$ cat config.mk
export PLATFORM = sky130hd
export DESIGN_NAME = pts_queue
export DESIGN_NICKNAME = d
export VERILOG_FILES = /design/src/rtl/pts_queue.sv
export SDC_FILE = /design/constraint.sdc
export NUM_CORES = 1
export LEC_CHECK = 0
export BUFFER_PORTS_ARGS = -buffer_cell sky130_fd_sc_hd__buf_4
export CAP_MARGIN = 20
export CELL_PAD_IN_SITES_DETAIL_PLACEMENT = 1
export CELL_PAD_IN_SITES_GLOBAL_PLACEMENT = 1
export CORE_UTILIZATION = 47
export DETAILED_ROUTE_END_ITERATION = 8
export PLACE_DENSITY_LB_ADDON = 0.3
export SLEW_MARGIN = 5
export SYNTH_ARGS = -nofsm -noshare
export SYNTH_HDL_FRONTEND = slang
export SYNTH_SLANG_ARGS = --single-unit
export TNS_END_PERCENT = 5
$ cat constraint.sdc
create_clock -name clk -period 2.3 [get_ports clk]
set_input_delay 0 -clock clk [delete_from_list [all_inputs] [get_ports clk]]
set_output_delay 0 -clock clk [all_outputs]
set_load 0.01 [all_outputs]
$ cat src/rtl/pts_queue.sv
module pts_queue #(
  parameter int WIDTH = 8,
  parameter int DEPTH = 4
) (
  input  logic             clk,
  input  logic             rst_n,
  input  logic             push,
  input  logic [WIDTH-1:0] wdata,
  output logic             full,
  input  logic             pop,
  output logic [WIDTH-1:0] rdata,
  output logic             empty
);

  localparam int PTR_W = (DEPTH > 1) ? $clog2(DEPTH) : 1;
  localparam int CNT_W = $clog2(DEPTH + 1);

  logic [WIDTH-1:0] slot_r [DEPTH];
  logic [PTR_W-1:0] wp_r, wp_nxt, rp_r, rp_nxt;
  logic [CNT_W-1:0] cnt_r, cnt_nxt;
  logic             do_push, do_pop;

  assign full    = (cnt_r == CNT_W'(DEPTH));
  assign empty   = (cnt_r == '0);
  assign rdata   = slot_r[rp_r];
  assign do_push = push && !full;
  assign do_pop  = pop && !empty;

  // Advance pointers with wrap
  always_comb begin
    wp_nxt  = wp_r;
    rp_nxt  = rp_r;
    cnt_nxt = cnt_r;
    if (do_push) begin
      wp_nxt = (wp_r == PTR_W'(DEPTH - 1)) ? '0 : wp_r + 1'b1;
    end
    if (do_pop) begin
      rp_nxt = (rp_r == PTR_W'(DEPTH - 1)) ? '0 : rp_r + 1'b1;
    end
    if (do_push && !do_pop) begin
      cnt_nxt = cnt_r + 1'b1;
    end else if (do_pop && !do_push) begin
      cnt_nxt = cnt_r - 1'b1;
    end
  end

  always_ff @(posedge clk) begin
    if (!rst_n) begin
      wp_r  <= '0;
      rp_r  <= '0;
      cnt_r <= '0;
    end else begin
      wp_r  <= wp_nxt;
      rp_r  <= rp_nxt;
      cnt_r <= cnt_nxt;
    end
  end

  // Hold words
  always_ff @(posedge clk) begin
    if (do_push) begin
      slot_r[wp_r] <= wdata;
    end
  end

endmodule

# After elaboration in Yosys (flattened, before gate mapping)
# Memory sizes are Yosys's and may differ from the RTL's. A register that Yosys moved wholly into a read port is not among the register bits.
# Cells that the tools add are included.
[classes]
n_reduce_logical = 10
add_sub_neg = 4
n_eq_ne = 3
n_mux = 8
[ops]
columns = ["op", "count"]
rows = [
  ["2-to-1 mux 2 bit", 4],
  ["2-to-1 mux 3 bit", 2],
  ["adder 2 x 1 -> 2 bit (second input constant)", 2],
  ["equality test 2 bit (second input constant)", 2],
  ["logical AND 1 bit", 4],
  ["logical NOT 1 bit", 4],
  ["adder 3 x 1 -> 3 bit (second input constant)", 1],
  ["equality test 3 bit (second input constant)", 1],
  ["logical NOT 3 bit", 1],
  ["subtractor 3 x 1 -> 3 bit (second input constant)", 1],
  ["2-to-1 mux 1 bit", 2],
  ["nonzero test 2 bit", 1],
]
[totals]
inputBits = 12
n_memories = 1
regBits = 7
ramBits = 32
elab_cells = 29
output_inout_bits = 10
[memory_table]
columns = ["name", "words", "word_bits", "rd", "rd_ports_with_merged_regs", "wr", "line_no", "text"]
rows = [
  ["slot_r", 4, 8, 1, 1, 1, "18", "logic [WIDTH-1:0] slot_r [DEPTH];"],
]

# Longest topological paths before layout
[logic_depth]
depth_word = 7
mapped_depth = 9

# Least setup slack after synthesis
# OpenSTA, ideal clock, no wires.
[synth_timing]
path_kind = "register -> register"
start = "register cnt_r[0]"
end = "register cnt_r[2]"
slack_ns = 0.207
setup_ns = 0.076
n_path_buf = 0
path_stages_with_launch = 8
arrival_time_ns = 2.017
t_required_ns = 2.224
cell_sequence = "dfxtp_1 o31ai_1 ha_1 inv_1 fa_1 xor2_1 or3_1 a21boi_0"
[synth_via]
elab_chain_cells = 6
word_cells_on_any_way = 15
classes_between = "add/sub: 2; eq/ne: 1; mux: 2; reduce/logical: 10"
[synth_lines]
columns = ["element", "line_no", "text"]
rows = [
  ["from (decl)", "20", "logic [CNT_W-1:0] cnt_r, cnt_nxt;"],
  ["from (signal assigned)", "55", "cnt_r <= cnt_nxt;"],
  ["branches (longest 6 deep; another with subtractor 3 x 1 -> 3 bit)", "n/a", ""],
]
# Several ways; the timed one is not identified. The select of a mux whose other input is x is not followed.
# A chain may end at the register's enable or synchronous reset.

# Worst setup path in the final report
# Ends and elaborated chain as after synthesis.

==> reports/qor.log <==
qor: run_status.run_status finished, final reports clean
qor: synthesis.synthXorXnorAreaFrac 1.07%
qor: finish.finish.utilization 59.6%
qor: route.remaining_drc_errors 0
qor: setup_path.worst-endpoint-arrival 2.38 ns
qor: finish.layout.nets 147
qor: place.pre_cts_ws 0.111 ns
qor: floorplanning.die_area 3710 µm²
qor: timing.setup_viol_count_final 0
qor: place.placed_cells 158
qor: timing.drv_slew 0
qor: finish.fillCellCount 323
qor: route.first_pass_iters 3
qor: finish.n_antenna_cell 0
qor: flow_run.timing.max_cap.violations 0
qor: route.via_per_inst 5.07
qor: pwr.powerDensity 956 nW/µm²
qor: timing.totalNegativeSetupSlack 0 ns
qor: grt.grt.overflow.total 0
qor: route.drtAntennaViolNets 0
qor: setup_path.path_class reg2reg
qor: floorplanning.row_count 21
qor: route.wl_met1 1220 µm
qor: finish.flow.area_growth_from_synthesis 22.0%
qor: cts.h-tree-depth 2
qor: cts.cts_tree built
qor: synthesis.synth_compound_area_share 1.84%
qor: cts.clock_sink_count 41
qor: worst_hold_path.timing.hold.worst_path_depth 4
qor: worst_hold_path.worst_hold_path_type in2reg
qor: synthesis.seq_area_frac_synth 70.0%
qor: timing.max_slew.worst_pin.slew 0.542 ns
qor: grt.grt_start_max_net_pins 13
qor: floorplanning.initial_core_util 48.9%
qor: cts.cts_inserted_buffers 5
qor: grt.first_global_vias 972
qor: floorplanning.num_io_pins 22
qor: floorplanning.floorplan.die.height 60.9 µm
qor: synthesis.synth_cell_types 23
qor: worst_hold_path.worst_hold_startpoint pop
qor: route.dr_wl_met3 118 µm
qor: synthesis.post_synth.cell_area_avg 17.5 µm²
qor: setup_path.r2r_end cnt_r[2]$_SDFFE_PN0P_
qor: place.detailed_place_hpwl 2080 µm
qor: synthesis.postSynthRegisterBits 41
qor: worst_hold_path.hold_end rp_r[1]$_SDFFE_PN0P_
qor: cts.clk_tree_root_cell sky130_fd_sc_hd__clkbuf_4
qor: cts.postCtsSetupBuffers 0
qor: timing.relative_slew_margins 63.8%
qor: pwr.vdd_ir_drop_max 0.648 mV
qor: route.dr_wl_met2 1510 µm
qor: synthesis.dominant_combinational_cell_family_by_area_after_synthesis multiplexers
qor: setup_path.timing.reg2reg.worst_path_depth 8
qor: synthesis.synth-adder-area-share 5.83%
qor: place.globalplace.congestion 0.636
qor: setup_path.critical_path_required 2.57 ns
qor: timing.fin_crit_sh 92.0%
qor: timing.hold_violations 0
qor: grt.grt_first_pass_wirelength 4570 µm
qor: timing.rsz_0062_raised_after_global_routing no
qor: place.place.port_buffers 21
qor: route.vias 887
qor: route.drt_iter0_markers 15
qor: timing.hold_ws 0.116 ns
qor: floorplanning.core_area 3340 µm²
qor: setup_path.regToRegStartpoint cnt_r[0]$_SDFFE_PN0P_
qor: synthesis.synth_cells 93
qor: floorplanning.dieWidth 60.9 µm
qor: route.routed_wl 2900 µm
qor: finish.layout_cell_share_with_drive_strength_beyond_1 31.0%
qor: setup_path.timing.critical_path.from_type flip-flop
qor: grt.antenna_violations_before_repair 0
qor: synthesis.syn_nets 112
qor: synthesis.synthMuxAreaShare 12.9%
qor: grt.gr-usage-all-layers 18.4%
qor: setup_path.rrSetupSlack 0.19 ns
qor: pwr.power_leakage 0.728 nW
qor: synthesis.syn_area 1630 µm²
qor: cts.clk_pin_slew 0.11 ns
qor: setup_path.path_max_fanout 5
qor: cts.clock_path_buffers 2
qor: timing.final.setup.worst_slack 0.185 ns
qor: synthesis.yosys.area_share.simple 6.60%
qor: timing.achievable-frequency 0.473 GHz
qor: route.routed.top_layer met4
qor: cts.insertion_delay 0.34 ns
qor: route.routed_wire_length_per_instance 16.6 µm
qor: timing.finalClockSkew 0.00919 ns
qor: timing.period_needed 2.11 ns
qor: synthesis.synth.yosys.warnings 0
qor: setup_path.worst_setup_path_end_kind flip-flop
qor: finish.layout.cells.non_filler 175
[cell type report]
| type | count | area, µm² | share of cell area (%) |
|---|---|---|---|
| multi-input cells | 45 | 465 | 23.4 |
| repair buffers | 32 | 263 | 13.2 |
| clock inverters | 2 | 10.0 | 0.503 |
| well taps | 46 | 57.6 | 2.89 |
| inverters | 3 | 11.3 | 0.566 |
| flip-flops and latches | 41 | 1140 | 57.4 |
| clock buffers | 6 | 41.3 | 2.08 |
[per-layer routing]
layer / GRT usage, % / up-vias
met1: 20.1 / 443
met4: 9.42 / 0
li1: - / 417
met5: 0 / -
met3: 4.90 / 5
met2: 32.7 / 22
[registers in the layout, summed over array words and instances (netlist names), named ones only]
register  count
slot_r       32
cnt_r         3
rp_r          2
wp_r          2
[timing repair]
item / CTS / global route
resized for setup: 0 / 1
hold buffers: 9 / 0
endpoints found under the hold margin: 39 / 0
setup endpoints to repair: 0 / 1
[Yosys cell counts, drive strengths merged]
library cell	n	area share (%)
o31ai	1	0.46
nor2b	2	0.77
a21boi	1	0.46
fa	1	1.2
and2	5	1.9
ha	6	4.6
o21ai	3	0.92
nor3b	1	0.77
nor3	1	0.31
mux2i	3	1.8
dfxtp	9	11
or3	1	0.38
mux4	8	11
xnor2	1	0.54
clkbuf	1	0.23
nand3	2	0.61
inv	3	0.69
buf	3	0.84
edfxtp	32	59
xor2	1	0.54
nand2	6	1.4
nor2	2	0.46
[logic make-up after synthesis]
kind of cell             count (synthesis)
buffers and inverters                    7
AO/OA/AOI/OAI                            5
flip-flops                              41
AND/OR/NAND/NOR                         20
multiplexers                            11
XOR/XNOR                                 2
adder cells (fa/ha/maj)                  7
[power by group]
group	total [W]	switching (W)	leakage, nW	internal (W)
clock	0.000334	0.000217	0.0320	0.000117
combinational	0.000553	0.000235	0.328	0.000318
sequential	0.00102	0.000104	0.367	0.000911
total	0.00190	0.000556	0.728	0.00135
[through the flow]
stage,cell area (µm²),total power (W)
after floorplan,1630,0.00135
after global placement,1840,0.00155
after detailed placement,1840,0.00159
after CTS,1980,0.00193
after global routing,1990,0.00202
final,1990,0.00190
[cells in the final DEF (no fill, tap or decap)]
cell                            instances
sky130_fd_sc_hd__a21boi_0               1
sky130_fd_sc_hd__and2_1                 5
sky130_fd_sc_hd__buf_4                 23
sky130_fd_sc_hd__clkbuf_1               1
sky130_fd_sc_hd__clkbuf_4               5
sky130_fd_sc_hd__clkinv_2               2
sky130_fd_sc_hd__dfxtp_1                9
sky130_fd_sc_hd__dlygate4sd3_1          9
sky130_fd_sc_hd__edfxtp_1              32
sky130_fd_sc_hd__fa_1                   1
sky130_fd_sc_hd__ha_1                   6
sky130_fd_sc_hd__inv_1                  3
sky130_fd_sc_hd__mux2i_1                3
sky130_fd_sc_hd__mux4_2                 8
sky130_fd_sc_hd__nand2_1                6
sky130_fd_sc_hd__nand3_1                2
sky130_fd_sc_hd__nor2_1                 2
sky130_fd_sc_hd__nor2b_1                2
sky130_fd_sc_hd__nor3_1                 1
sky130_fd_sc_hd__nor3b_2                1
sky130_fd_sc_hd__o21ai_0                3
sky130_fd_sc_hd__o31ai_2                1
sky130_fd_sc_hd__or3_1                  1
sky130_fd_sc_hd__xnor2_1                1
sky130_fd_sc_hd__xor2_1                 1
[critical path: stages, from the launching register on]
cell                       delay, ns
sky130_fd_sc_hd__dfxtp_1        0.49
sky130_fd_sc_hd__nor3b_2        0.09
sky130_fd_sc_hd__nor2b_1        0.17
sky130_fd_sc_hd__ha_1           0.22
sky130_fd_sc_hd__inv_1          0.07
sky130_fd_sc_hd__fa_1           0.38
sky130_fd_sc_hd__xor2_1         0.15
sky130_fd_sc_hd__or3_1          0.30
sky130_fd_sc_hd__a21boi_0       0.17
[worst max-delay path by stage]
stage | startpoint | endpoint
3_5_place_dp | cnt_r[0]$_SDFFE_PN0P_ | cnt_r[2]$_SDFFE_PN0P_
6_report | cnt_r[0]$_SDFFE_PN0P_ | cnt_r[2]$_SDFFE_PN0P_
4_1_cts | cnt_r[0]$_SDFFE_PN0P_ | cnt_r[2]$_SDFFE_PN0P_
2_1_floorplan | cnt_r[0]$_SDFFE_PN0P_ | cnt_r[2]$_SDFFE_PN0P_
5_1_grt | cnt_r[0]$_SDFFE_PN0P_ | cnt_r[2]$_SDFFE_PN0P_
3_3_place_gp | cnt_r[0]$_SDFFE_PN0P_ | cnt_r[2]$_SDFFE_PN0P_
Power figures use the tool's default switching activity.
